===== config.mk =====
export PLATFORM = sky130hd
export DESIGN_NAME = mhpq_ram
export DESIGN_NICKNAME = d
export VERILOG_FILES = /design/src/rtl/core/mhpq_ram.sv
export SDC_FILE = /design/constraint.sdc
export NUM_CORES = 1
export LEC_CHECK = 0
export ABC_CLOCK_PERIOD_IN_PS = 2660
export BUFFER_PORTS_ARGS = -buffer_cell sky130_fd_sc_hd__buf_2
export CAP_MARGIN = 20
export CORE_MARGIN = 4
export CORE_UTILIZATION = 40
export DETAILED_ROUTE_END_ITERATION = 12
export MAX_ROUTING_LAYER = met4
export PLACE_DENSITY = 0.71
export SLEW_MARGIN = 40
export SYNTH_ARGS = -nofsm -noshare
export SYNTH_HDL_FRONTEND = slang
export SYNTH_SLANG_ARGS = --single-unit

===== constraint.sdc =====
create_clock -name clk -period 2.66 [get_ports clk]
set_input_delay 0.266 -clock clk [delete_from_list [all_inputs] [get_ports clk]]
set_output_delay 0.266 -clock clk [all_outputs]
set_load 0.05 [all_outputs]

===== src/rtl/core/mhpq_ram.sv =====
module mhpq_ram #(
	parameter int ROWS   = 2,
	parameter int AW     = 1,
	parameter int LANE_W = 32
) (
	input  logic                  clk,
	input  logic [1:0]            we,
	input  logic [AW-1:0]         waddr,
	input  logic [2*LANE_W-1:0]   wdata,
	input  logic [AW-1:0]         raddr,
	output logic [2*LANE_W-1:0]   rdata
);

	logic [2*LANE_W-1:0] mem [ROWS];

	always_ff @(posedge clk) begin
		if (we[0]) begin
			mem[waddr][LANE_W-1:0] <= wdata[LANE_W-1:0];
		end
		if (we[1]) begin
			mem[waddr][2*LANE_W-1:LANE_W] <= wdata[2*LANE_W-1:LANE_W];
		end
		rdata <= mem[raddr];
	end

endmodule


==> impl_metrics.env <==
export IMPL_cp_slowest_cell="dfxtp_1"
export IMPL_power_frac_comb_pct=10.4
export IMPL_drv_cap=0
export IMPL_syn_num_nets=336
export IMPL_layout_commonest_cell="buf_2"
export IMPL_syn_inst=267
export IMPL_h_tree_depth=4
export IMPL_root_buffer="clkbuf_16"
export IMPL_synth_area_leaders="edfxtp_1 (62%), dfxtp_1 (21%), mux2_4 (14%), buf_12 (1.9%), mux2_2 (0.72%)"
export IMPL_cp_end_kind="output pin"
export IMPL_yosysTopAreaCell="edfxtp_1"
export IMPL_finalWorstSetupSlack_ns=1.307
export IMPL_cts_tree="built"
export IMPL_seq_area_frac_synth_pct=82.30
export IMPL_fmax_mhz=739.1
export IMPL_use_met3_pct=4.525
export IMPL_power_total_w=0.006744
export IMPL_irDropWorstVdd_uv=426.7
export IMPL_wl_per_cell_um=16.00
export IMPL_die_area_sq_um=17630
export IMPL_area_growth_pct=23.63
export IMPL_worst_ep_arrival_time_ns=1.09
export IMPL_finalCriticalPeriod_ns=1.353
export IMPL_critPathTopFamily="flip-flops"
export IMPL_grt_pass1_wl_um=15100
export IMPL_dpl_hpwl_um=6568
export IMPL_die_y_um=132.8
export IMPL_nNetsFinal=485
export IMPL_grt_start_max_net_pins=33
export IMPL_gp_congestion=0.7031
export IMPL_vias=2747
export IMPL_crit_required_ns=2.39
export IMPL_synth_top_family_by_area="multiplexers"
export IMPL_skew_ns=0.004397
export IMPL_setup_tns_ns=0
export IMPL_synthXorXnorAreaFrac_pct=0
export IMPL_synth_seq_cells=192
export IMPL_avgSynthCellArea_sq_um=23.32
export IMPL_fill_cells=1271
export IMPL_clk_pin_slew_ns=0.07
export IMPL_ant_nets=0
export IMPL_layout_drive_gt1_share_pct=55.01
export IMPL_ys_warn_count=0
export IMPL_critical_path_max_fanout=1
export IMPL_p_sw_share_pct=23.97
export IMPL_synth_simple_area_share_pct=0.4018
export IMPL_ctsHoldBuffers=0
export IMPL_pwr_share_seq_pct=51.6
export IMPL_critPathMaxStageDelay_ns=0.38
export IMPL_antenna_cells=0
export IMPL_drt_initial_drc_count=149
export IMPL_overflow=0
export IMPL_slew_viol_final=0
export IMPL_hold_worst_slack_ns=0.02751
export IMPL_numCtsBuffers=17
export IMPL_finalSetupViolCount=0
export IMPL_core_sq_um=15200
export IMPL_rsz0062_at_grt="no"
export IMPL_synth_compound_area_share_pct=0
export IMPL_p_per_area_nw_per_um2=876.0
export IMPL_pre_cts_slack_ns=1.088
export IMPL_die_w_um=132.8
export IMPL_cts_repair_resized=0
export IMPL_synth_distinct_cells=8
export IMPL_synth_top_area_share_pct=61.72
export IMPL_min_path_type="in -> reg"
export IMPL_hold_violations=0
export IMPL_routed_wl_um=9872
export IMPL_seq_area_sq_um=5125
export IMPL_clkLatencyLatePin_ns=0.42
export IMPL_io_buffers=132
export IMPL_use_met2_pct=19.51
export IMPL_fin_crit_sh_pct=50.86
export IMPL_vias_per_cell=4.452
export IMPL_use_met1_pct=12.63
export IMPL_grt_pass1_vias=2928
export IMPL_rows=45
export IMPL_initial_core_util_pct=40.96
export IMPL_clock_path_buffers=2
export IMPL_worstPathCellList="buf_2"
export IMPL_grt_usage_pct=11.89
export IMPL_slew_headroom_pct=67.12
export IMPL_clkPwrFrac_pct=38.0
export IMPL_leakagePower_nw=3.121
export IMPL_outcome="finished, final reports clean"
export IMPL_antenna_found_initial=0
export IMPL_muxShareOfSynthArea_pct=15.19
export IMPL_crit_buf_inv=1
export IMPL_busiest_layer="met2"
export IMPL_worstMarginPinSlew_ns=0.4921
export IMPL_post_cts_buffers=0
export IMPL_final_cell_mix="buf_2 (131), edfxtp_1 (128), dfxtp_1 (64), mux2_4 (60), clkbuf_16 (20)"
export IMPL_switchingPower_w=0.001616
export IMPL_multi_input_area_sq_um=988.4
export IMPL_synthesis_area_sq_um=6227
export IMPL_drc=0
export IMPL_drt_pass1_iter_count=4
export IMPL_critPathLaunchType="flip-flop"
export IMPL_clock_sinks=192
export IMPL_internal_power_w=0.005128
export IMPL_io_pins=133
export IMPL_synth_fa_ha_area_share_pct=0
export IMPL_path_class="reg -> out"
[Yosys cell counts (all sizes together)]
| library cell | instances |
|---|---|
| and2 | 2 |
| mux2 | 64 |
| dfxtp | 64 |
| edfxtp | 128 |
| nor2b | 2 |
| buf | 7 |
[final cells by class]
cell class / count / share of cell area [%]
multi-input combinational: 68 / 12.84
tap: 188 / 3.055
timing repair buffer: 137 / 9.524
sequential: 192 / 66.57
clock buffer: 20 / 6.501
clock inverter: 12 / 1.511
[state kept, by name, summed over array words and instances, names as in the netlist]
signal,cells
mem,128
rdata,64
[path summary, 6_finish.rpt]
kind,from,end,slack (ns),cells after the start
worst max-delay path,rdata[32],rdata[32],1.31,1
worst min-delay path,wdata[34],mem[0][34],0.03,1
worst max register to register,mem[0][43],rdata[43],1.90,1
worst min register to register,mem[1][29],rdata[29],0.47,1
[cells by family (layout without fill, tap and decap cells)]
kind of cell | count (synthesis) | after routing
flip-flops | 192 | 192
multiplexers | 64 | 64
AND/OR/NAND/NOR | 4 | 4
buffers and inverters | 7 | 169
[power groups by stage]
stage               sequential [W]  combinational (W)  clock [W]
floorplan                  0.00385           0.000207          0
global placement           0.00354           0.000700          0
detailed placement         0.00355           0.000712          0
CTS                        0.00348           0.000714    0.00264
global route               0.00350           0.000735    0.00276
finish                     0.00348           0.000703    0.00256
[metal layers]
metal  share of wire [%]  wire length (um)
met1                  41              4043
met2                  50              4971
met3                 6.4               633
met4                 2.3               223
met5                   0                 0
[stage by stage]
| stage | area, sq um | utilization, % | cells |
|---|---|---|---|
| after global placement | 7053 | 46.40 | 584 |
| after detailed placement | 7081 | 46.58 | 585 |
| after floorplan | 6227 | - | 267 |
| after global routing | 7699 | 50.64 | 617 |
| after CTS | 7697 | 50.63 | 617 |
| final | 7699 | 50.64 | 617 |
No activity file was read; power rests on OpenSTA's default activity.
