**src/rtl/core/mhpq_pkg.sv**
```systemverilog
package mhpq_pkg;

	localparam int HEAP_DEPTH = 1024;
	localparam int DATA_W     = 32;
	localparam int CAP_W      = 11;
	localparam int CNT_OUT_W  = 11;
	localparam int STATUS_W   = 2;
	localparam int LEVELS     = $clog2(HEAP_DEPTH + 1);
	localparam int NODE_W     = LEVELS;
	localparam int REM_W      = $clog2(LEVELS);
	localparam int ROW_W      = 2 * DATA_W;

	localparam logic [CAP_W-1:0] CAP_RESET = CAP_W'(1024);

	localparam logic [STATUS_W-1:0] ST_OK    = STATUS_W'(0);
	localparam logic [STATUS_W-1:0] ST_FULL  = STATUS_W'(1);
	localparam logic [STATUS_W-1:0] ST_EMPTY = STATUS_W'(2);

	localparam logic OP_INSERT = 1'b0;
	localparam logic OP_REMOVE = 1'b1;

	typedef enum logic [1:0] {
		TK_INS,
		TK_FETCH,
		TK_SIFT
	} tok_kind_t;

	// token that walks down the level chain; nd is the 1-based heap node number
	typedef struct packed {
		logic              act;
		tok_kind_t         kind;
		logic [DATA_W-1:0] v;
		logic [DATA_W-1:0] aux;
		logic [NODE_W-1:0] nd;
		logic [NODE_W-1:0] q;
		logic [REM_W-1:0]  rem;
		logic [NODE_W-1:0] n;
	} tok_t;

	typedef struct packed {
		logic [1:0]        we;
		logic [NODE_W-1:0] nd;
		logic [ROW_W-1:0]  data;
	} wr_t;

	typedef struct packed {
		logic              done;
		logic [DATA_W-1:0] data;
		logic [DATA_W-1:0] aux;
	} rep_t;

	// level of a 1-based node number: index of its top set bit
	function automatic logic [REM_W-1:0] top_level(input logic [NODE_W-1:0] q);
		logic [REM_W-1:0] r;
		r = '0;
		for (int i = 0; i < NODE_W; i++) begin
			if (q[i]) begin
				r = REM_W'(i);
			end
		end
		return r;
	endfunction

	// rows of two entries needed by one level
	function automatic int level_rows(input int k);
		int lo;
		int nodes;
		lo    = 1 << k;
		nodes = HEAP_DEPTH - lo + 1;
		if (nodes > lo) begin
			nodes = lo;
		end
		return (nodes + 1) >> 1;
	endfunction

	function automatic int level_aw(input int k);
		int rows;
		rows = level_rows(k);
		return (rows <= 2) ? 1 : $clog2(rows);
	endfunction

endpackage

```
**src/rtl/core/mhpq_ctrl.sv**
```systemverilog
module mhpq_ctrl (
	input  logic                                  clk,
	input  logic                                  arst_n,
	input  logic                                  start,
	output logic                                  busy,
	input  logic                                  operation,
	input  logic signed [mhpq_pkg::DATA_W-1:0]    value,
	output logic                                  done,
	output logic signed [mhpq_pkg::DATA_W-1:0]    max_value,
	output logic [mhpq_pkg::STATUS_W-1:0]         status,
	output logic [mhpq_pkg::CNT_OUT_W-1:0]        entry_count,
	input  logic                                  cfg_valid,
	output logic                                  cfg_ready,
	input  logic [mhpq_pkg::CAP_W-1:0]            capacity_limit,
	input  mhpq_pkg::rep_t                        rep,
	output mhpq_pkg::tok_t                        launch,
	output mhpq_pkg::tok_t                        sift
);

	import mhpq_pkg::*;

	localparam int CMP_W = (CAP_W > NODE_W) ? CAP_W : NODE_W;

	typedef enum logic [3:0] {
		S_IDLE  = 4'b0001,
		S_INS   = 4'b0010,
		S_FETCH = 4'b0100,
		S_SIFT  = 4'b1000
	} state_t;

	state_t                state_q, state_d;
	logic [NODE_W-1:0]     count_q, count_d;
	logic [CAP_W-1:0]      cap_q;
	tok_t                  launch_q, launch_d;
	tok_t                  sift_q, sift_d;
	logic                  done_q, done_d;
	logic [DATA_W-1:0]     max_q, max_d;
	logic [STATUS_W-1:0]   status_q, status_d;
	logic [CNT_OUT_W-1:0]  cnt_out_q, cnt_out_d;
	logic [DATA_W-1:0]     root_q, root_d;
	logic [CMP_W-1:0]      cap_ext;
	logic [CMP_W-1:0]      depth_ext;
	logic [CMP_W-1:0]      limit;
	logic [NODE_W-1:0]     count_inc;
	logic [NODE_W-1:0]     count_dec;

	always_comb begin
		cap_ext   = CMP_W'(cap_q);
		depth_ext = CMP_W'(HEAP_DEPTH);
		limit     = (cap_ext > depth_ext) ? depth_ext : cap_ext;
		count_inc = count_q + 1'b1;
		count_dec = count_q - 1'b1;
	end

	always_comb begin
		state_d      = state_q;
		count_d      = count_q;
		done_d       = 1'b0;
		max_d        = max_q;
		status_d     = status_q;
		cnt_out_d    = cnt_out_q;
		root_d       = root_q;
		launch_d     = launch_q;
		launch_d.act = 1'b0;
		sift_d       = sift_q;
		sift_d.act   = 1'b0;

		case (state_q)
			S_IDLE: begin
				if (start) begin
					if (operation == OP_INSERT) begin
						if (CMP_W'(count_q) >= limit) begin
							done_d    = 1'b1;
							max_d     = '0;
							status_d  = ST_FULL;
							cnt_out_d = CNT_OUT_W'(count_q);
						end else begin
							launch_d = '{act: 1'b1, kind: TK_INS, v: value, aux: '0,
								nd: NODE_W'(1), q: count_inc, rem: top_level(count_inc),
								n: count_q};
							state_d  = S_INS;
						end
					end else begin
						if (count_q == '0) begin
							done_d    = 1'b1;
							max_d     = '0;
							status_d  = ST_EMPTY;
							cnt_out_d = CNT_OUT_W'(count_q);
						end else begin
							// first pass reads the root and the last entry
							launch_d = '{act: 1'b1, kind: TK_FETCH, v: '0, aux: '0,
								nd: NODE_W'(1), q: count_q, rem: top_level(count_q),
								n: count_q};
							state_d  = S_FETCH;
						end
					end
				end
			end
			S_INS: begin
				if (rep.done) begin
					count_d   = count_inc;
					done_d    = 1'b1;
					max_d     = '0;
					status_d  = ST_OK;
					cnt_out_d = CNT_OUT_W'(count_inc);
					state_d   = S_IDLE;
				end
			end
			S_FETCH: begin
				if (rep.done) begin
					root_d  = rep.aux;
					count_d = count_dec;
					if (count_dec == '0) begin
						done_d    = 1'b1;
						max_d     = rep.aux;
						status_d  = ST_OK;
						cnt_out_d = '0;
						state_d   = S_IDLE;
					end else begin
						// last entry fills the root hole and sifts down from level one
						sift_d  = '{act: 1'b1, kind: TK_SIFT, v: rep.data, aux: '0,
							nd: NODE_W'(2), q: '0, rem: '0, n: count_dec};
						state_d = S_SIFT;
					end
				end
			end
			S_SIFT: begin
				if (rep.done) begin
					done_d    = 1'b1;
					max_d     = root_q;
					status_d  = ST_OK;
					cnt_out_d = CNT_OUT_W'(count_q);
					state_d   = S_IDLE;
				end
			end
			default: begin
				state_d = S_IDLE;
			end
		endcase
	end

	always_ff @(posedge clk or negedge arst_n) begin
		if (!arst_n) begin
			state_q  <= S_IDLE;
			count_q  <= '0;
			cap_q    <= CAP_RESET;
			done_q   <= 1'b0;
			launch_q <= '0;
			sift_q   <= '0;
		end else begin
			state_q  <= state_d;
			count_q  <= count_d;
			done_q   <= done_d;
			launch_q <= launch_d;
			sift_q   <= sift_d;
			if (cfg_valid) begin
				cap_q <= capacity_limit;
			end
		end
	end

	always_ff @(posedge clk) begin
		max_q     <= max_d;
		status_q  <= status_d;
		cnt_out_q <= cnt_out_d;
		root_q    <= root_d;
	end

	assign busy        = (state_q != S_IDLE);
	assign cfg_ready   = 1'b1;
	assign done        = done_q;
	assign max_value   = max_q;
	assign status      = status_q;
	assign entry_count = cnt_out_q;
	assign launch      = launch_q;
	assign sift        = sift_q;

endmodule

```
**config.mk**
```make
export PLATFORM = sky130hd
export DESIGN_NAME = mhpq_ctrl
export DESIGN_NICKNAME = d
export VERILOG_FILES = /design/src/rtl/core/mhpq_pkg.sv /design/src/rtl/core/mhpq_ctrl.sv
export SDC_FILE = /design/constraint.sdc
export NUM_CORES = 1
export LEC_CHECK = 0
export BUFFER_PORTS_ARGS = -buffer_cell sky130_fd_sc_hd__buf_2
export CAP_MARGIN = 5
export CORE_MARGIN = 2
export CORE_UTILIZATION = 50
export DETAILED_ROUTE_END_ITERATION = 8
export PLACE_DENSITY = 0.85
export SETUP_SLACK_MARGIN = 0.3
export SLEW_MARGIN = 0
export SYNTH_ARGS = -nofsm -noshare
export SYNTH_HDL_FRONTEND = slang
export SYNTH_SLANG_ARGS = --single-unit
```
**constraint.sdc**
```tcl
create_clock -name clk -period 14 [get_ports clk]
set_input_delay 2.1 -clock clk [delete_from_list [all_inputs] [get_ports clk]]
set_output_delay 2.1 -clock clk [all_outputs]
set_load 0.02 [all_outputs]
```
==> impl_metrics.csv, run 1 <==
group,metric,value,unit
run_status,outcome,"finished clean",
power,seqPwrFrac,39.0,%
logic_synthesis,synth.most_common_cell,"dfrtp_1",
logic_synthesis,synth_common_cells,"131 x dfrtp_1, 103 x buf_4, 77 x edfxtp_1",
timing,min_period_over_period,28.7,%
grt,grt_max_degree,73,
timing,post-route-worst-setup-slack,9.98,ns
power,cell_internal_pwr,1.51,mW
drt,wire_per_inst,17.4,µm
logic_synthesis,synth-main-ff-cell,"dfrtp_1",
drt,viasPerCell,5.27,
run,maxCapViolCount,0,
cts,clock_sinks,210,
cells_and_area,design_area,11900,µm²
timing,drv_slew,0,
worst_setup_path,critPathArrivalTime,1.92,ns
cts,root_buffer,"clkbuf_16",
worst_hold_path,min_path_type,"flip-flop to flip-flop",
cts,clk_pin_slew,0.06,ns
timing,fmax,249,MHz
timing,setup_viol,0,
worst_setup_path,slowest_stage,"dfstp_2",
timing,final.setup.tns,0,ns
logic_synthesis,synth_top_area_share,33.0,%
grt,first_global_vias,6715,
drt,drtPass1Iterations,7,
cts,post_cts_resized,0,
cts,cts_buffer_depth,3,
worst_setup_path,slowest_delay,0.61,ns
power,p_sw,0.940,mW
cts,postCtsHoldBufs,0,
place,place_area,11100,µm²
drt,drtIter0Drc,521,
floorplan,core-area,19500,µm²
logic_synthesis,synthArstFlopShare,63.3,%
power,ir_drop,0.000110,V
timing,hold_viol_final,0,
logic_synthesis,ys_top_cells_by_area,"dfrtp_1 33%, edfxtp_1 23%, buf_4 7.8%",
place,gp_congestion,0.988,
worst_setup_path,startpoint_type,"flip-flop",
cts,cts_buffers,23,
floorplan,start_util,51.1,%
floorplan,rows,51,
grt,antenna_found_initial,0,
logic_synthesis,yosys_warnings,0,
cells_and_area,nets,1224,
drt,antenna_left,0,
power,p_leak,5.61,nW
logic_synthesis,netlist_area,9940,µm²
drt,vias,7260,
timing,fin_crit,4.02,ns
logic_synthesis,syn_avg_cell_area,11.6,µm²
logic_synthesis,yosysTopAreaCell,"dfrtp_1",
power,p_comb_share,34.9,%
grt,grt_pass1_wl,36800,µm
timing,relSlewSlack,29.7,%
logic_synthesis,syn_inst,855,
timing,worst_slew_pin_slew,1.05,ns
timing,grt_setup_unrepaired,"false",
worst_setup_path,endpoint_kind,"primary output",
drt,routed_wirelength,24000,µm
worst_setup_path,cp.required,11.90,ns
place,place.detailed.hpwl,16900,µm
worst_setup_path,cp_max_fo,6,
floorplan,die_y,145,µm
logic_synthesis,yosysSeqAreaShare,56.8,%
grt,overflow,0,
drt,drc,0,
logic_synthesis,yosys_register_bits,210,
floorplan,ios,369,
grt,grt.total_usage,21.6,%
floorplan,die-area,21000,µm²
cells_and_area,synthToLayoutAreaGrowth,19.4,%
logic_synthesis,synth_edf_count,77,
power,p_sw_share,38.4,%
place,pre_cts_ws,9.91,ns
cells_and_area,antennaDiodeCount,0,
power,pwr_density_cell,206,nW/µm²
worst_setup_path,crit_chain,"nor4b_1 > inv_1 > buf_2",
power,clkPwrFrac,26.1,%
logic_synthesis,synth_cell_types,65,
place,numPortBuffers,266,
cts,cts_setup_buffers,0,
cts,cts_tree,"yes",
timing,skew,0.0165,ns
cts,cts.htree.levels,1,
worst_setup_path,crit_type,"flip-flop to primary output",
cts,insertion_delay,0.51,ns
floorplan,dieWidth,145,µm
cells_and_area,drive_above_1_share,31.7,%
-- power by group through the flow --
stage / registers (mW) / logic (mW) / clock network [mW]
after floorplan: 1.08 / 0.450 / 0
after global placement: 0.957 / 0.838 / 0
after detailed placement: 0.963 / 0.856 / 0
after CTS: 0.953 / 0.858 / 0.656
after global routing: 0.975 / 0.919 / 0.678
final: 0.955 / 0.853 / 0.640
-- cell families after synthesis --
kind of cell	share of synthesized area, %
buffers and inverters	10.8
AND/OR/NAND/NOR	9.17
AO/OA/AOI/OAI	14.3
XOR/XNOR	1.50
flip-flops	56.8
multiplexers	5.44
other	0.0755
adder cells (fa/ha/maj)	1.89
-- worst max-delay path, delay by kind of cell (launching register included) --
family        cells  cell delay, ns
buf+inv           2            0.28
simple gates      1            0.52
flops             1            0.61
-- per-layer routing --
metal / share of wire [%] / track usage [%] / vias up
li1: - / - / 3361
met1: 40 / 28.4 / 3477
met2: 50 / 37.1 / 377
met3: 7.7 / 3.46 / 45
met4: 2.6 / 6.39 / 0
met5: 0 / 0 / -
-- path summary, 6_finish.rpt --
kind / to / from / slack (ns) / cells past startpoint
min in group asynchronous: launch[75] / arst_n / 1.58 / 1
max reg2reg: max_value[11] / count_q[0] / 10.20 / 8
max in group asynchronous: sift[83] / arst_n / 11.15 / 2
min: launch[26] / launch[26] / 0.47 / 1
max: busy / state_q[0] / 9.98 / 3
min reg2reg: launch[26] / launch[26] / 0.47 / 1
-- state kept, by name, indices dropped and copies added, names as in the netlist --
register,cells
cap_ext,11
count_q,11
done,1
entry_count,11
launch,61
max_value,32
root_q,32
sift,45
state_q,4
status,2
-- area by class of cell --
| class | instances | area (µm²) |
|---|---|---|
| Fill cell | 1575 | 7590 |
| Timing Repair Buffer | 276 | 1410 |
| Tap cell | 265 | 332 |
| Inverter | 13 | 48.8 |
| Clock buffer | 26 | 617 |
| Clock inverter | 16 | 204 |
| Multi-Input combinational cell | 572 | 3620 |
| Sequential cell | 210 | 5640 |
-- cells in the final DEF, fill, tap and decap left out, types with 5 or more instances in the layout --
cell	count
conb_1	102
a22o_1	66
nand3_1	13
ha_1	15
buf_4	10
o21ai_0	55
o31ai_1	6
mux2_1	27
nand2_1	66
buf_2	265
dfrtp_1	131
a31oi_1	6
a21oi_1	33
nor3_1	13
mux2_2	21
inv_1	12
xor2_1	8
nor2b_1	8
xnor2_1	9
a22oi_1	5
clkbuf_16	23
nor2_1	45
edfxtp_1	77
-- metrics by stage --
stage | total power [mW] | hold WS, ns | cells | utilization, %
finish | 2.45 | 0.465 | 1378 | 61.0
global route | 2.57 | 0.504 | 1378 | 61.0
CTS | 2.47 | 0.467 | 1378 | 61.0
detailed placement | 1.82 | 0.448 | 1336 | 56.8
global placement | 1.79 | 0.450 | 1336 | 56.8
floorplan | 1.53 | 0.473 | 955 | -
Note: power is estimated with default switching activity, not from simulation.
==> inputs of run 2 (changes only) <==
Clock period 14 ns to 3.75 ns, I/O delays scaled along.
==> impl_metrics.csv, run 2 (synthesis results as in run 1) <==
group,metric,value,unit
worst_setup_path,startpoint_type,"flip-flop",
cells_and_area,final_util,61.8,%
worst_setup_path,cp_max_fo,43,
place,gp_congestion,0.934,
drt,viasPerCell,5.29,
power,pwr_density_cell,777,nW/µm²
cts,root_buffer,"clkbuf_16",
drt,routed_wirelength,24800,µm
grt,first_global_vias,7089,
cts,post_cts_resized,0,
place,pre_cts_ws,0.704,ns
cts,clk_pin_slew,0.06,ns
cts,cts_tree,"yes",
cts,cts_buffer_depth,3,
drt,drc,0,
worst_hold_path,min_path_type,"primary input to async pin",
worst_setup_path,slowest_delay,0.74,ns
floorplan,ios,369,
worst_setup_path,critical_path.top_delay_family,"flip-flops",
cells_and_area,drive_above_1_share,32.6,%
place,place.detailed.hpwl,17700,µm
worst_setup_path,critPathBufInv,3,
floorplan,start_util,51.1,%
worst_setup_path,cp_common_cell,"o21ai_0",
cells_and_area,fillCellCount,1549,
floorplan,dieWidth,145,µm
cells_and_area,antennaDiodeCount,0,
timing,fmax,324,MHz
timing,fin_crit,3.08,ns
floorplan,core-area,19500,µm²
place,numPortBuffers,266,
cts,cts_buffers,23,
cts,cts.htree.levels,1,
worst_setup_path,slowest_stage,"dfrtp_1",
worst_setup_path,crit_chain,"inv_2 > ha_1 > nor2b_1 > o21ai_0 > a21oi_1 > o21ai_0 > buf_4 > and2_1 > nand3_1 > o211ai_1 > buf_12",
worst_setup_path,critPathArrivalTime,3.27,ns
timing,drv_slew,0,
cts,postCtsHoldBufs,0,
power,ir_drop,0.000450,V
cells_and_area,largest_reg_flops,61,
worst_setup_path,cp.required,3.94,ns
drt,drtPass1Iterations,5,
floorplan,die-area,21000,µm²
timing,min_period_over_period,82.3,%
drt,vias,7352,
cells_and_area,final_cell_mix,"265 x buf_2, 131 x dfrtp_1, 102 x conb_1",
timing,relSlewSlack,25.1,%
grt,grt_pass1_wl,38900,µm
worst_setup_path,endpoint_kind,"flip-flop",
timing,hold_viol_final,0,
power,p_leak,5.69,nW
cts,cts_setup_buffers,0,
cts,clock_sinks,210,
grt,grt.total_usage,22.8,%
cells_and_area,nets,1237,
floorplan,die_y,145,µm
timing,holdWs,0.180,ns
cells_and_area,layout_commonest_cell,"buf_2",
cts,insertion_delay,0.50,ns
grt,grt_max_degree,107,
timing,grt_setup_unrepaired,"false",
timing,post-route-worst-setup-slack,0.665,ns
drt,drtIter0Drc,681,
timing,setup_viol,0,
grt,antenna_found_initial,0,
drt,antenna_left,0,
timing,worst_slew_pin_slew,1.12,ns
run,maxCapViolCount,0,
timing,skew,0.0113,ns
run_status,outcome,"finished clean",
cells_and_area,synthToLayoutAreaGrowth,21.0,%
power,finalPower,9.35,mW
worst_setup_path,crit_type,"flip-flop to flip-flop",
floorplan,rows,51,
grt,overflow,0,
drt,wire_per_inst,17.8,µm
run 2: cell types whose count changed in the layout (fill, tap and decap cells not counted), sizes merged:
cell | previous run | this run
buf | 276 | 289
bufinv | 4 | 6
clkinv | 8 | 7
inv | 15 | 13
run 2: cell type report:
class                           instances  area (µm²)  area share [%]
Inverter                               13        48.8           0.405
Clock buffer                           26         587            4.88
Clock inverter                         15         246            2.05
Tap cell                              265         332            2.76
Sequential cell                       210        5640            46.9
Timing Repair Buffer                  289        1540            12.8
Multi-Input combinational cell        572        3640            30.3
run 2: stage by stage:
step	TNS, ns	instances	instance area, µm²
final	0	1390	12000
after global placement	0	1349	11200
after CTS	0	1390	12000
after global routing	0	1390	12000
after detailed placement	0	1349	11200
after floorplan	-30.39	955	10400
run 2: worst paths after layout:
kind,start,end,slack [ns],cells past startpoint
max in group asynchronous,arst_n,launch[70],2.61,2
hold / removal,arst_n,launch[75],0.18,1
hold reg to reg,launch[26],launch[26],0.47,1
setup / recovery,count_q[0],max_value[17],0.67,11
setup reg to reg,count_q[0],max_value[17],0.67,11
min in group clk,rep[2],root_q[2],0.26,1
run 2: where the power goes:
part / internal [mW] / switching [mW] / leakage [nW]
Combinational: 1.19 / 2.18 / 2.89
Sequential: 3.05 / 0.469 / 2.40
Clock: 1.55 / 0.908 / 0.398
run 2: per-layer routing:
metal	routed length [µm]	up-vias	share of wire, %	track usage (%)
li1	-	3381	-	-
met1	10100	3583	41	30.0
met2	12300	340	50	38.6
met3	1730	48	7.0	3.96
met4	646	0	2.6	7.33
met5	0	-	0	0
==> inputs of run 3 (changes only) <==
Settings changed: CORE_UTILIZATION 50 to 45, PLACE_DENSITY 0.85 to 0.81.
Clock period 3.75 ns to 2.5 ns, I/O delays scaled along.
==> impl_metrics.csv, run 3 (synthesis results as in run 1) <==
group,metric,value,unit
timing,setup_viol,118,
floorplan,die_y,153,µm
floorplan,ios,369,
timing,drv_slew,0,
timing,hold_viol_final,0,
drt,topRoutingLayerUsed,"met4",
floorplan,die-area,23300,µm²
worst_hold_path,min_path_type,"primary input to flip-flop",
worst_setup_path,critPathArrivalTime,2.87,ns
grt,first_global_vias,7670,
timing,min_period_over_period,106,%
worst_setup_path,rrSetupSlack,-0.15,ns
run_status,violations,"setup timing",
cts,clock_sinks,210,
grt,grt_max_degree,48,
power,p_sw_share,38.3,%
worst_setup_path,crit_type,"flip-flop to flip-flop",
drt,wl_met2,13600,µm
grt,antenna_found_initial,1,
timing,final.setup.tns,-9.08,ns
place,numPortBuffers,266,
cells_and_area,fin_cells,1511,
power,cell_internal_pwr,9.30,mW
floorplan,dieWidth,153,µm
cts,cts_buffers,23,
worst_setup_path,crit_chain,"clkinvlp_4 > buf_6 > ha_4 > nand2_2 > o21a_1 > nor2b_4 > o21ai_2 > and2_4 > nand3_4 > o211ai_1 > buf_4 > buf_6 > clkbuf_16",
cells_and_area,final_cell_mix,"265 x buf_2, 130 x dfrtp_1, 102 x conb_1",
drt,drtIter0Drc,628,
drt,met1_length,11000,µm
floorplan,core-area,21800,µm²
power,pwr_density_cell,1110,nW/µm²
cells_and_area,nets,1345,
timing,relSlewSlack,47.1,%
drt,drtPass1Iterations,6,
cells_and_area,fillCellCount,1730,
run_status,outcome,"finished with violations",
power,seqPwrFrac,34.1,%
drt,routed_wirelength,27800,µm
timing,fmax,378,MHz
drt,vias,8005,
grt,overflow,0,
worst_setup_path,cp_max_fo,5,
timing,grt_setup_unrepaired,"true",
drt,antenna_left,0,
power,p_comb_share,45.6,%
cells_and_area,multiInputGateArea,4170,µm²
run,maxCapViolCount,0,
power,p_sw,5.77,mW
cells_and_area,drive_above_1_share,45.2,%
floorplan,start_util,45.7,%
timing,fin_crit,2.65,ns
worst_setup_path,cp_common_cell,"buf_6",
power,p_leak,6.51,nW
worst_setup_path,slowest_stage,"dfstp_2",
cells_and_area,synthToLayoutAreaGrowth,36.8,%
grt,grt.total_usage,22.1,%
floorplan,rows,54,
cts,cts.htree.levels,1,
cts,clk_pin_slew,0.06,ns
drt,viasPerCell,5.30,
cts,insertion_delay,0.50,ns
worst_setup_path,endpoint_kind,"flip-flop",
worst_setup_path,cp.required,2.73,ns
timing,skew,0.0154,ns
cts,cts_tree,"yes",
cells_and_area,final_util,62.5,%
worst_setup_path,startpoint_type,"flip-flop",
drt,drc,0,
cells_and_area,largest_reg_flops,61,
cts,root_buffer,"clkbuf_16",
cts,cts_buffer_depth,3,
place,dp.cells,1429,
place,gp_congestion,0.955,
drt,wire_per_inst,18.4,µm
power,ir_drop,0.000598,V
place,place.detailed.hpwl,18700,µm
cells_and_area,layout_commonest_cell,"buf_2",
timing,worst_slew_pin_slew,0.791,ns
drt,dr_wl_met3,2400,µm
grt,grt_pass1_wl,41700,µm
power,clkPwrFrac,20.3,%
cells_and_area,seq_area,5640,µm²
worst_setup_path,slowest_delay,0.55,ns
worst_setup_path,critical_path.top_delay_family,"buffers and inverters",
timing,post-route-worst-setup-slack,-0.147,ns
worst_setup_path,critPathBufInv,5,
==> run 3: through the flow <==
stage | power, mW | area, µm² | hold WS (ns) | setup WS [ns]
after detailed placement | 11.0 | 11900 | 0.295 | -0.161
final | 15.1 | 13600 | 0.0603 | -0.147
after global routing | 15.8 | 13600 | 0.0497 | -0.246
after floorplan | 8.91 | 10600 | 0.0794 | -1.96
after global placement | 10.9 | 11900 | 0.288 | -0.101
after CTS | 14.7 | 13200 | 0.0442 | -0.0446
==> run 3: worst register-to-register path, stage by stage (launching register included) <==
cell and delay, ns:
dfstp_2 0.55, clkinvlp_4 0.13, buf_6 0.14, ha_4 0.27, nand2_2 0.04, o21a_1 0.21, nor2b_4 0.13, o21ai_2 0.08
and2_4 0.20, nand3_4 0.07, o211ai_1 0.10, buf_4 0.17, buf_6 0.14, clkbuf_16 0.14
==> run 3: power by group through the flow <==
stage / Sequential, mW / Clock (mW) / Combinational, mW
6_report: 5.14 / 3.05 / 6.88
5_1_grt: 5.26 / 3.26 / 7.28
4_1_cts: 5.11 / 3.12 / 6.44
3_5_place_dp: 5.16 / 0 / 5.88
3_3_place_gp: 5.12 / 0 / 5.79
2_1_floorplan: 6.08 / 0 / 2.83
==> run 3: area by class of cell <==
class	count	share of cell area, %
inverter	13	0.469
sequential	210	41.5
clock inverter	1	0.0644
timing repair buffer	394	19.9
antenna	1	0.0184
tap	280	2.58
multi-input combinational	575	30.6
clock buffer	37	4.84
==> run 3: final timing paths <==
| path | from | end | depth (start not counted) |
|---|---|---|---|
| min in group asynchronous | arst_n | launch[19] | 2 |
| worst min-delay path | rep[5] | root_q[5] | 1 |
| worst max register to register | cap_ext[10] | max_value[10] | 13 |
| worst max-delay path | cap_ext[10] | max_value[10] | 13 |
| worst min register to register | sift[10] | sift[10] | 2 |
| max in group asynchronous | arst_n | cap_ext[10] | 3 |
==> run 3: routing by layer <==
layer  vias to the layer above  GRT usage [%]
met5                         -              0
met4                         0           7.63
met3                        72           4.89
met2                       459           36.0
met1                      3849           29.4
li1                       3625              -
==> run 3: what timing repair did <==
item	in CTS	in global routing
buffers inserted	15	13
gates resized for setup	67	68
hold buffers	1	0
endpoints found under the setup margin	159	162
pin swaps	9	14
hold endpoints to repair	34	0
gates cloned	10	4
