File: src/rtl/core/mhpq_pkg.sv
package mhpq_pkg;

	localparam int HEAP_DEPTH = 1024;
	localparam int DATA_W     = 32;
	localparam int CAP_W      = 11;
	localparam int CNT_OUT_W  = 11;
	localparam int STATUS_W   = 2;
	localparam int LEVELS     = $clog2(HEAP_DEPTH + 1);
	localparam int NODE_W     = LEVELS;
	localparam int REM_W      = $clog2(LEVELS);
	localparam int ROW_W      = 2 * DATA_W;

	localparam logic [CAP_W-1:0] CAP_RESET = CAP_W'(1024);

	localparam logic [STATUS_W-1:0] ST_OK    = STATUS_W'(0);
	localparam logic [STATUS_W-1:0] ST_FULL  = STATUS_W'(1);
	localparam logic [STATUS_W-1:0] ST_EMPTY = STATUS_W'(2);

	localparam logic OP_INSERT = 1'b0;
	localparam logic OP_REMOVE = 1'b1;

	typedef enum logic [1:0] {
		TK_INS,
		TK_FETCH,
		TK_SIFT
	} tok_kind_t;

	// token that walks down the level chain; nd is the 1-based heap node number
	typedef struct packed {
		logic              act;
		tok_kind_t         kind;
		logic [DATA_W-1:0] v;
		logic [DATA_W-1:0] aux;
		logic [NODE_W-1:0] nd;
		logic [NODE_W-1:0] q;
		logic [REM_W-1:0]  rem;
		logic [NODE_W-1:0] n;
	} tok_t;

	typedef struct packed {
		logic [1:0]        we;
		logic [NODE_W-1:0] nd;
		logic [ROW_W-1:0]  data;
	} wr_t;

	typedef struct packed {
		logic              done;
		logic [DATA_W-1:0] data;
		logic [DATA_W-1:0] aux;
	} rep_t;

	// level of a 1-based node number: index of its top set bit
	function automatic logic [REM_W-1:0] top_level(input logic [NODE_W-1:0] q);
		logic [REM_W-1:0] r;
		r = '0;
		for (int i = 0; i < NODE_W; i++) begin
			if (q[i]) begin
				r = REM_W'(i);
			end
		end
		return r;
	endfunction

	// rows of two entries needed by one level
	function automatic int level_rows(input int k);
		int lo;
		int nodes;
		lo    = 1 << k;
		nodes = HEAP_DEPTH - lo + 1;
		if (nodes > lo) begin
			nodes = lo;
		end
		return (nodes + 1) >> 1;
	endfunction

	function automatic int level_aw(input int k);
		int rows;
		rows = level_rows(k);
		return (rows <= 2) ? 1 : $clog2(rows);
	endfunction

endpackage

File: src/rtl/core/mhpq_cell.sv
module mhpq_cell (
	input  logic                          clk,
	input  logic                          arst_n,
	input  mhpq_pkg::tok_t                tok_in,
	input  logic [mhpq_pkg::ROW_W-1:0]    rd_data,
	output logic [mhpq_pkg::NODE_W-1:0]   rd_nd,
	output mhpq_pkg::wr_t                 wr,
	output mhpq_pkg::wr_t                 wb,
	output mhpq_pkg::tok_t                tok_out,
	output mhpq_pkg::rep_t                rep
);

	import mhpq_pkg::*;

	tok_t              tok_s1;
	tok_t              tok_q;
	tok_t              nxt;
	logic [DATA_W-1:0] lane0;
	logic [DATA_W-1:0] lane1;
	logic [DATA_W-1:0] x;
	logic [DATA_W-1:0] cmax;
	logic [NODE_W:0]   right_num;
	logic [NODE_W:0]   grand;
	logic [NODE_W-1:0] child;
	logic [NODE_W-1:0] parent;
	logic              rv;
	logic              pick;
	logic              has_kids;

	// entry cycle: read this level's row at the token's node
	assign rd_nd = tok_in.nd;

	always_ff @(posedge clk or negedge arst_n) begin
		if (!arst_n) begin
			tok_s1 <= '0;
			tok_q  <= '0;
		end else begin
			tok_s1 <= tok_in;
			tok_q  <= nxt;
		end
	end

	assign tok_out = tok_q;

	always_comb begin
		lane0     = rd_data[DATA_W-1:0];
		lane1     = rd_data[ROW_W-1:DATA_W];
		x         = tok_s1.nd[0] ? lane1 : lane0;
		// sift: nd is the left child of the hole, so lane 0 is left and lane 1 right
		right_num = {1'b0, tok_s1.nd} + 1'b1;
		rv        = right_num <= {1'b0, tok_s1.n};
		pick      = rv && !($signed(lane1) < $signed(lane0));
		cmax      = pick ? lane1 : lane0;
		child     = tok_s1.nd | NODE_W'(pick);
		grand     = {child, 1'b0};
		has_kids  = grand <= {1'b0, tok_s1.n};
		parent    = tok_s1.nd >> 1;

		nxt     = tok_s1;
		nxt.act = 1'b0;
		wr      = '0;
		wb      = '0;
		rep     = '0;

		if (tok_s1.act) begin
			case (tok_s1.kind)
				TK_INS: begin
					wr.nd   = tok_s1.nd;
					wr.data = {tok_s1.v, tok_s1.v};
					if (tok_s1.rem == '0) begin
						wr.we    = tok_s1.nd[0] ? 2'b10 : 2'b01;
						rep.done = 1'b1;
					end else begin
						nxt.act = 1'b1;
						nxt.rem = tok_s1.rem - 1'b1;
						nxt.nd  = tok_s1.q >> (tok_s1.rem - 1'b1);
						// larger value takes the node, the smaller one moves on down
						if ($signed(x) < $signed(tok_s1.v)) begin
							wr.we = tok_s1.nd[0] ? 2'b10 : 2'b01;
							nxt.v = x;
						end
					end
				end
				TK_FETCH: begin
					if (tok_s1.nd == NODE_W'(1)) begin
						nxt.aux = x;
					end
					if (tok_s1.rem == '0) begin
						rep.done = 1'b1;
						rep.data = x;
						rep.aux  = nxt.aux;
					end else begin
						nxt.act = 1'b1;
						nxt.rem = tok_s1.rem - 1'b1;
						nxt.nd  = tok_s1.q >> (tok_s1.rem - 1'b1);
					end
				end
				TK_SIFT: begin
					wb.nd = parent;
					wb.we = parent[0] ? 2'b10 : 2'b01;
					if ($signed(tok_s1.v) < $signed(cmax)) begin
						wb.data = {cmax, cmax};
						if (has_kids) begin
							nxt.act = 1'b1;
							nxt.nd  = grand[NODE_W-1:0];
						end else begin
							// hole ends on this level: drop the carried value in
							wr.nd    = child;
							wr.data  = {tok_s1.v, tok_s1.v};
							wr.we    = pick ? 2'b10 : 2'b01;
							rep.done = 1'b1;
						end
					end else begin
						wb.data  = {tok_s1.v, tok_s1.v};
						rep.done = 1'b1;
					end
				end
				default: begin
				end
			endcase
		end
	end

endmodule

File: config.mk
export PLATFORM = sky130hd
export DESIGN_NAME = mhpq_cell
export DESIGN_NICKNAME = d
export VERILOG_FILES = /design/src/rtl/core/mhpq_pkg.sv /design/src/rtl/core/mhpq_cell.sv
export SDC_FILE = /design/constraint.sdc
export NUM_CORES = 1
export LEC_CHECK = 0
export ABC_AREA = 1
export BUFFER_PORTS_ARGS = -buffer_cell sky130_fd_sc_hd__clkbuf_2
export CAP_MARGIN = 30
export CORE_AREA = 2 2 194 196
export CTS_BUF_LIST = sky130_fd_sc_hd__clkbuf_8
export CTS_CLUSTER_DIAMETER = 120
export CTS_CLUSTER_SIZE = 30
export DETAILED_ROUTE_END_ITERATION = 12
export DIE_AREA = 0 0 196 198
export GPL_ROUTABILITY_DRIVEN = 1
export HOLD_SLACK_MARGIN = 0.08
export REMOVE_ABC_BUFFERS = 1
export SYNTH_ARGS = -nofsm -noshare
export SYNTH_HDL_FRONTEND = slang
export SYNTH_SLANG_ARGS = --single-unit
export TNS_END_PERCENT = 10
File: constraint.sdc
create_clock -name clk -period 6.7 [get_ports clk]
set_clock_uncertainty 0.05 [all_clocks]
set_input_delay 0.335 -clock clk [delete_from_list [all_inputs] [get_ports clk]]
set_output_delay 0.335 -clock clk [all_outputs]
set_load 0.05 [all_outputs]
==> metrics.txt, run 1 <==
run status=finished, final reports clean; largest net degree at the start of global routing=95; Tightest Pin Transition=0.9551 ns; post-synthesis instance total=1,594; CTS buffer count=11; register bit count reported by yosys=208; Slew headroom=0.3565; number of max-slew violations in the final report=0; setup violation total in the final timing report=0; horizontal die dimension=between 150 and 200 µm; Final nets=2,419; Critical Path Max Stage Delay=~0.47 ns; Area growth, synth to finish=38.92%; worst setup path category=flop to output port; mean cell area of the mapped netlist=between 8 and 9 µm²; half-perimeter wire length after placement=between 30,000 and 40,000 µm; YS warnings=0; fill count=3,563; register-to-register setup slack=~1.6 ns; final weighted congestion in routability-driven placement=0.9467; Detailed Route WL=50,860 µm; clock tree from TritonCTS=yes; upper clock frequency limit=159.2 MHz; I/O pin count=504; initial core utilization=0.3492; insertion delay to the later sink of the worst-skew pair=0.57 ns; netlist area before placement=12,900 µm²; Port Buf Inserts=502; Clk pin slew, worst setup/hold paths=0.18 ns; wire length of the first global-routing pass=72,930 µm; hold-critical path endpoint=tok_out[70]; total power density per cell area=192.5 nW/µm²; Root Buffer Master=sky130_fd_sc_hd__clkbuf_8; antenna-violating nets left=0; Clock Tree Buf Depth=3; combined area of the multi-input logic cells=6215 µm²; startpoint of the worst-slack reg-to-reg timing path=parent[0]; Total Negative Setup Slacks=0 ns; beginning of the worst hold path=rd_data[33]; CTS Sinks=approximately 210; routed length per placed instance=19.50 µm; vias in the first global route=12,480; DRC marker count from the first detailed-route iteration=~660; register area share after synthesis=0.4034; number of library cell types mapped by synthesis=50; all-layer global routing usage=0.2466; number of detailed-routing iterations run before antenna repair=5; vias per cell=between 4 and 5; DRC violations left=0; number of rows created at floorplan=71; post-layout min period=6.281 ns; Max Cap Violations=0; Die Area=38,810 µm²; routed vias=between 10,000 and 15,000; PnR worst setup slack=around 0.42 ns; unrepaired setup endpoints after global routing=true; static leakage=9.576 nW; number of cell instances on the worst register-to-register path=31; Core Box Area=36,960 µm²; Chip Height=198 µm; antenna violations before repair=0; crit end category=output port; H-tree depth=1; worst-case vdd ir drop=about 0.00016 V; worst-path fanout max=25; number of antenna cells inserted=0; fin crit share=0.9374; register area=~5200 µm²; kind of launch point of the worst setup path=flop; slowest CP cell=sky130_fd_sc_hd__a211oi_1; Req. time, crit path=6.31 ns; final-report hold violation count=0; gr ovfl total=0; fraction of layout instances using a drive strength above 1=0.3119; class of the tightest hold or removal check=input port to flop; pre-CTS WS=0.3601 ns; worst path arrival time=5.90 ns; Min-Delay Path Depth=5; endpoint of the worst-slack reg-to-reg timing path=tok_out[27]
==> critical path, delay by kind of cell (launching register included) <==
kind                     cells  cell delay [ns]
buffers and inverters        5             0.86
AND/OR/NAND/NOR             13             1.44
flip-flops                   1             0.45
XOR/XNOR                     1             0.15
AO/OA/AOI/OAI                7             1.53
adder cells (fa/ha/maj)      3             0.87
==> metrics by stage <==
step	std cells	utilization	hold slack (ns)	instance area [µm²]	total power, W
5_1_grt	2609	0.4851	0.2411	17930	0.003642
3_3_place_gp	2474	0.4388	0.3087	16220	0.002727
6_report	2609	0.4851	0.2012	17930	0.003451
3_5_place_dp	2475	0.4393	0.3135	16240	0.002736
4_1_cts	2596	0.4737	0.1612	17510	0.003394
2_1_floorplan	1452	-	-0.01059	12040	0.002226
==> cells by family after synthesis <==
logic type / after synthesis / share of synthesized area
flip-flops: 208 / 0.4034
buffers and inverters: 352 / 0.1284
AO/OA/AOI/OAI: 313 / 0.1409
AND/OR/NAND/NOR: 578 / 0.1952
other: 1 / 0.0002906
XOR/XNOR: 10 / 0.006788
adder cells (fa/ha/maj): 117 / 0.1134
multiplexers: 15 / 0.01164
==> cell usage after synthesis, drive strengths merged <==
library cell  instances  area (µm²)
o21a                  3       22.52
o221a                 1       11.26
ha                  117        1464
mux2i                15       150.1
nand4                14       93.84
a2bb2oi               1       8.760
o221ai                1       8.760
a211oi               37       277.8
o22ai                 3       18.77
o21bai                1       7.510
a21o                  1       7.510
a221oi                1       8.760
o2111ai               2       17.52
buf                  91       675.6
nor4                  1       6.260
nand3b                1       7.510
nor4b                 1       15.01
a22oi                 4       30.03
nor2                194       838.3
a2111oi               1       8.760
nand3                55       305.3
or2                   2       12.51
a31oi                 3       18.77
o21ai               163       827.1
inv                 210       788.3
nand2               300        1174
o211ai               29       217.7
conb                  1       3.750
dfrtp               208        5205
a32oi                 3       26.28
xor2                  9       78.83
a21oi                58       290.3
xnor2                 1       8.760
nor3                 10       66.32
a221o                 1       10.01
clkbuf               51       192.7
==> cells in the final DEF, fill, tap and decap left out, drive strengths merged, types with 2 or more instances in the layout <==
cell type      n
a211oi        37
a21oi         58
a22oi          4
a31oi          3
a32oi          3
buf          161
clkbuf       410
dfrtp        208
dlygate4sd3  105
ha           117
inv          213
mux2i         15
nand2        302
nand3         55
nand4         14
nor2         194
nor3          10
o2111ai        2
o211ai        29
o21a           3
o21ai        163
o22ai          3
or2            2
xor2           9
==> per-layer routing <==
metal	routed length (µm)	vias to the layer above	part of all wire	global-route usage
li1	-	6191	-	-
met3	2776	77	0.055	0.03679
met4	1770	0	0.035	0.07969
met5	0	-	0	0
met1	21540	6161	0.42	0.3147
met2	24780	463	0.49	0.4296
==> report_power, final <==
part	switching [W]	internal [W]
Clock	0.000426	0.000165
Combinational	0.00100	0.000476
Sequential	0.0000491	0.00133
==> final cells by class <==
| type | count | share of cell area |
|---|---|---|
| Clock buffer | 11 | 0.008446 |
| Timing Repair Buffer | 665 | 0.2749 |
| Tap cell | 474 | 0.03308 |
| Clock inverter | 5 | 0.002513 |
| Multi-Input combinational cell | 1036 | 0.3467 |
| Sequential cell | 208 | 0.2904 |
| Inverter | 210 | 0.04397 |
==> flip-flops by register name (all words and copies together), names as in the netlist <==
name	count
parent	10
tok_out	104
nxt	24
tok_s1	70
==> how the worst max path moves through the flow <==
stage,from,to,cells after the start
after floorplan,tok_s1[26],wb[10],28
after global placement,parent[0],wb[20],28
after detailed placement,parent[0],wb[20],30
after CTS,parent[0],wr[48],33
after global routing,tok_s1[26],wr[59],33
final,parent[0],wb[29],29
==> repair_timing <==
action                                  CTS  global route
resized for setup                         7           193
gates cloned                              0             3
buffers inserted                          0            10
hold buffers                            105             0
pin swaps                                 0             7
endpoints found under the setup margin   65           142
hold endpoints to repair                196             0
Power figures use the tool's default switching activity.
==> run 2: changes to the inputs <==
--- a/config.mk
+++ b/config.mk
@@ -16,6 +16,7 @@
 export DIE_AREA = 0 0 196 198
 export GPL_ROUTABILITY_DRIVEN = 1
 export HOLD_SLACK_MARGIN = 0.08
+export PLACE_DENSITY_LB_ADDON = 0.1
 export REMOVE_ABC_BUFFERS = 1
 export SYNTH_ARGS = -nofsm -noshare
 export SYNTH_HDL_FRONTEND = slang
==> run 2 against run 1 <==
Effect of this change: final area decreased by 1.2%; clock power about the same; combinational power decreased by 3%; core utilization decreased by 0.59 points; first-iteration DRC count decreased by 5.6%; final cell count decreased by 0.42%; via count decreased by 1.1%; sequential cell count unchanged; fmax decreased by 1.0%; critical path type unchanged; largest cell class unchanged.
==> metrics.txt, run 2 (same netlist as run 1, synthesis figures left out) <==
clock tree from TritonCTS=yes; wire length of the first global-routing pass=73,510 µm; beginning of the worst hold path=rd_data[32]; length of routed met2 wiring=24,610 µm; gr ovfl total=0; endpoint of the worst-slack reg-to-reg timing path=tok_out[26]; worst setup path endpoint=wb[7]; total power density per cell area=192.7 nW/µm²; upper clock frequency limit=157.5 MHz; initial core utilization=0.3492; most used cells in the layout excluding fill and tap cells=367 x sky130_fd_sc_hd__clkbuf_2, 289 x sky130_fd_sc_hd__nand2_1, 205 x sky130_fd_sc_hd__inv_1, 205 x sky130_fd_sc_hd__dfrtp_1, 159 x sky130_fd_sc_hd__o21ai_0; switching component of the power=0.001452 W; half-perimeter wire length after placement=38,380 µm; insertion delay to the later sink of the worst-skew pair=0.55 ns; worst-case vdd ir drop=0.0001466 V; fraction of power consumed by sequential logic=0.405; number of cell instances on the worst register-to-register path=28; DRC violations left=0; slowest CP cell=sky130_fd_sc_hd__dfrtp_2; number of max-slew violations in the final report=0; Clk pin slew, worst setup/hold paths=0.18 ns; vias per cell=4.909; M1 wire length=~21,000 µm; most common cell after layout, fill and taps aside=sky130_fd_sc_hd__clkbuf_2; H-tree depth=1; wire length on met3=3245 µm; horizontal die dimension=196 µm; register-to-register setup slack=1.57 ns; crit end category=output port; I/O pin count=504; switching portion of total power=0.4257; Port Buf Inserts=502; setup violation total in the final timing report=0; Worst path top cell family by delay=simple AND/OR/NAND/NOR gates; Die Area=slightly below 40,000 µm²; antenna-violating nets left=0; combined buffer and inverter count along the critical path=10; highest routed layer=met5; worst setup path category=flop to output port; Chip Height=198 µm; flip-flop count of the largest register, all copies and words added=around 100; Tightest Pin Transition=0.9035 ns; class of the tightest hold or removal check=input port to flop; critical path launch point=parent[1]; Slew headroom=0.3913; path length in cells of the critical path=34; final weighted congestion in routability-driven placement=~0.89; fraction of layout instances using a drive strength above 1=0.3038; number of detailed-routing iterations run before antenna repair=7; startpoint of the worst-slack reg-to-reg timing path=parent[1]; fin crit share=0.9474; kind of launch point of the worst setup path=flop; unrepaired setup endpoints after global routing=true; Critical Path Max Stage Delay=0.46 ns; relative contribution of the clock network to total power=0.172; internal cell power=0.001960 W; CTS buffer count=11; DRC marker count from the first detailed-route iteration=between 600 and 700; post-layout min period=approximately 6.3 ns; number of rows created at floorplan=71; static leakage=9.495 nW; Clock Tree Buf Depth=3; Req. time, crit path=6.31 ns; Root Buffer Master=sky130_fd_sc_hd__clkbuf_8; routed vias=12,750; Detailed Route WL=between 50,000 and 60,000 µm; Combinational Power Share=0.422; final-report hold violation count=0; antenna violations before repair=6; all-layer global routing usage=0.2489; vias in the first global route=12,210; CTS Sinks=208; Area growth, synth to finish=37.22%; smallest hold slack=0.2094 ns; Core Box Area=36,960 µm²; Max Cap Violations=0; largest net degree at the start of global routing=105; total power after layout=0.003412 W; worst-path fanout max=23; worst path arrival time=around 6.0 ns; run status=finished, final reports clean; routed length per placed instance=slightly below 20 µm; Final nets=2,405
==> run 2: cell count changes in the layout (fill, tap and decap cells not counted), moves of 4 or more <==
cell	previous run	this run
sky130_fd_sc_hd__clkbuf_2	376	367
sky130_fd_sc_hd__buf_2	26	19
sky130_fd_sc_hd__buf_6	2	6
sky130_fd_sc_hd__buf_12	50	38
sky130_fd_sc_hd__buf_4	81	92
sky130_fd_sc_hd__diode_2	0	4
==> run 2: how the worst min path moves through the flow <==
| stage | endpoint | slack [ns] | depth (start not counted) |
|---|---|---|---|
| floorplan | nxt[0] | -0.01 | 0 |
| global placement | tok_out[10] | 0.31 | 0 |
| detailed placement | tok_out[10] | 0.31 | 0 |
| CTS | tok_out[69] | 0.16 | 5 |
| global route | tok_out[69] | 0.24 | 5 |
| finish | tok_out[69] | 0.21 | 5 |
==> run 2: metal layers <==
metal,track usage,up-vias
met5,0,-
met4,0.06762,2
met3,0.04582,66
met2,0.4342,474
met1,0.3164,6040
li1,-,6172
==> run 2: worst reg2reg max path, delay by kind of cell (launching register included) <==
kind / cells / cell delay [ns]
AOI/OAI and AO/OA: 11 / 1.97
and+or+nand+nor: 11 / 1.44
adders and majority gates: 2 / 0.56
buffers and inverters: 4 / 0.52
DFF: 1 / 0.46
==> run 2: metrics by stage <==
stage	std cells	cell area (µm²)	utilization	setup slack (ns)	setup TNS (ns)
2_1_floorplan	1452	12040	-	-1.736	-151.38
4_1_cts	2584	17250	0.4668	0.06657	0
3_3_place_gp	2464	16000	0.4330	0.5497	0
3_5_place_dp	2464	16000	0.4330	0.4437	0
6_report	2598	17710	0.4791	0.3525	0
5_1_grt	2598	17710	0.4791	-0.1010	-3.189
==> run 2: cell type report <==
cell class / instances / area, µm²
fillers: 3696 / 19250
multi-input cells: 1035 / 6153
flip-flops and latches: 208 / 5209
repair buffers: 652 / 4772
inverters: 210 / 788.3
well taps: 474 / 593.1
clock buffers: 12 / 165.2
clock inverters: 3 / 16.27
diodes: 4 / 10.01
==> run 2: power groups by stage <==
stage	Sequential [W]	Combinational, W	Clock (W)
2_1_floorplan	0.00157	0.000657	0
3_3_place_gp	0.00141	0.00130	0
3_5_place_dp	0.00141	0.00131	0
4_1_cts	0.00138	0.00137	0.000620
5_1_grt	0.00139	0.00157	0.000652
6_report	0.00138	0.00144	0.000588
==> run 2: timing repair <==
item | 4_1_cts | 5_1_grt
endpoints found under the hold margin | 206 | 0
hold buffers | 105 | 0
cloned | 0 | 3
pin swaps | 0 | 5
buffers inserted | 0 | 6
gates resized for setup | 4 | 262
endpoints found under the setup margin | 106 | 140
==> run 3: changes to the inputs <==
--- a/config.mk
+++ b/config.mk
@@ -16,7 +16,7 @@
 export DIE_AREA = 0 0 196 198
 export GPL_ROUTABILITY_DRIVEN = 1
 export HOLD_SLACK_MARGIN = 0.08
-export PLACE_DENSITY_LB_ADDON = 0.1
+export PLACE_DENSITY = 0.71
 export REMOVE_ABC_BUFFERS = 1
 export SYNTH_ARGS = -nofsm -noshare
 export SYNTH_HDL_FRONTEND = slang
==> run 3 against run 2 <==
Effect of this change: register-to-register slack better by 0.04 ns; fmax is 1.7% higher; sequential cell count stayed put; sequential share of layout area is 0.55 points lower.
==> metrics.txt, run 3 (same netlist as run 1, synthesis figures left out) <==
fraction of layout instances using a drive strength above 1=0.3156; number of cell instances on the worst register-to-register path=31; Slew headroom=0.3882; static leakage=roughly 9.6 nW; Root Buffer Master=sky130_fd_sc_hd__clkbuf_8; worst-path fanout max=23; combined buffer and inverter count along the critical path=7; horizontal die dimension=about 200 µm; Chip Height=198 µm; register-to-register setup slack=approximately 1.6 ns; H-tree depth=1; final-report hold violation count=0; fin crit share=0.9315; DRC marker count from the first detailed-route iteration=922; crit end category=output port; vias in the first global route=12,990; switching component of the power=0.001476 W; Tightest Pin Transition=approximately 0.9 ns; largest net degree at the start of global routing=78; worst path arrival time=5.86 ns; gr ovfl total=0; final design instance area without fill=18,050 µm²; Max Cap Violations=0; relative contribution of the clock network to total power=0.173; beginning of the worst hold path=rd_data[8]; vias per cell=5.037; Clock Tree Buf Depth=3; post-layout min period=6.241 ns; antenna violations before repair=1; Min-Delay Path Depth=5; Req. time, crit path=6.31 ns; total power density per cell area=191.5 nW/µm²; number of detailed-routing iterations run before antenna repair=5; half-perimeter wire length after placement=39,520 µm; worst-case vdd ir drop=0.0002010 V; CTS buffer count=11; Port Buf Inserts=roughly 500; Area growth, synth to finish=39.85%; startpoint of the worst-slack reg-to-reg timing path=tok_s1[26]; all-layer global routing usage=0.2533; Final nets=2,425; Combinational Power Share=0.426; switching portion of total power=0.4273; PnR worst setup slack=~0.46 ns; Core Box Area=36,960 µm²; fraction of power consumed by sequential logic=0.401; smallest hold slack=0.2498 ns; pre-CTS WS=roughly 0.41 ns; Die Area=~39,000 µm²; slowest CP cell=sky130_fd_sc_hd__dfrtp_2; class of the tightest hold or removal check=input port to flop; routed length per placed instance=19.47 µm; antenna-violating nets left=0; CTS Sinks=208; run status=finished, final reports clean; endpoint of the worst-slack reg-to-reg timing path=tok_out[27]; DRC violations left=0; number of rows created at floorplan=71; Worst path top cell family by delay=simple AND/OR/NAND/NOR gates; flip-flop count of the largest register, all copies and words added=104; internal cell power=0.001979 W; hold-critical path endpoint=tok_out[77]; Detailed Route WL=50,910 µm; unrepaired setup endpoints after global routing=true; total cell area at the placement stage=between 15,000 and 20,000 µm²; kind of launch point of the worst setup path=flop; clock tree from TritonCTS=yes; most used cells in the layout excluding fill and tap cells=388 x sky130_fd_sc_hd__clkbuf_2, 289 x sky130_fd_sc_hd__nand2_1, 205 x sky130_fd_sc_hd__dfrtp_1; Clk pin slew, worst setup/hold paths=0.18 ns; most common cell after layout, fill and taps aside=sky130_fd_sc_hd__clkbuf_2; wire length of the first global-routing pass=around 75,000 µm; initial core utilization=0.3492; routed vias=13,170; I/O pin count=504; upper clock frequency limit=160.2 MHz; insertion delay to the later sink of the worst-skew pair=0.55 ns; Critical Path Max Stage Delay=roughly 0.48 ns; number of max-slew violations in the final report=0; worst setup path category=flop to output port; final weighted congestion in routability-driven placement=0.9326; setup violation total in the final timing report=0
-- run 3: cell count changes in the layout (fill, tap and decap cells not counted), sizes merged --
cell,change
clkbuf,+15
buf,+5
nand2,-1
diode,-3
-- run 3: worst max-delay path by stage --
stage	startpoint	to	cells past startpoint
CTS	tok_s1[26]	wr[8]	30
global route	parent[0]	wb[13]	32
floorplan	tok_s1[26]	wb[10]	28
global placement	parent[0]	wb[34]	28
finish	tok_s1[26]	wb[45]	32
detailed placement	parent[0]	wb[56]	31
-- run 3: layer usage --
metal | track usage | wire length, µm
met3 | 0.04241 | 3503
met2 | 0.4251 | 24120
met1 | 0.3321 | 21400
met5 | 0 | 0
met4 | 0.08530 | 1877
-- run 3: area by class of cell --
| class | instances | area [µm²] |
|---|---|---|
| antenna | 1 | 2.502 |
| clock buffer | 11 | 151.4 |
| clock inverter | 3 | 36.28 |
| fill | 3512 | 18910 |
| inverter | 210 | 788.3 |
| multi-input combinational | 1034 | 6198 |
| sequential | 208 | 5209 |
| tap | 474 | 593.1 |
| timing repair buffer | 673 | 5067 |
-- run 3: power groups by stage --
stage	Clock (W)	Combinational [W]	Sequential, W
after CTS	0.000617	0.00142	0.00139
after global routing	0.000651	0.00159	0.00139
final	0.000597	0.00147	0.00139
after detailed placement	0	0.00135	0.00141
after floorplan	0	0.000657	0.00157
after global placement	0	0.00134	0.00141
-- run 3: stage by stage --
step / power, W / setup TNS [ns] / std cells / util
2_1_floorplan: 0.002226 / -151.38 / 1452 / -
3_3_place_gp: 0.002745 / 0 / 2486 / 0.4458
3_5_place_dp: 0.002763 / 0 / 2486 / 0.4458
4_1_cts: 0.003419 / 0 / 2605 / 0.4800
5_1_grt: 0.003632 / -0.3585 / 2614 / 0.4883
6_report: 0.003455 / 0 / 2614 / 0.4883
-- run 3: worst min-delay path: cells and delay by family --
kind | cells | cell delay (ns)
AOI/OAI and AO/OA | 2 | 0.23
buffers and inverters | 3 | 0.25
-- run 3: repair_timing --
item / CTS / global route
gates resized for setup: 5 / 139
hold endpoints to repair: 166 / 0
endpoints found under the setup margin: 127 / 140
hold buffers: 105 / 0
buffers inserted: 0 / 7
pin swaps: 0 / 3
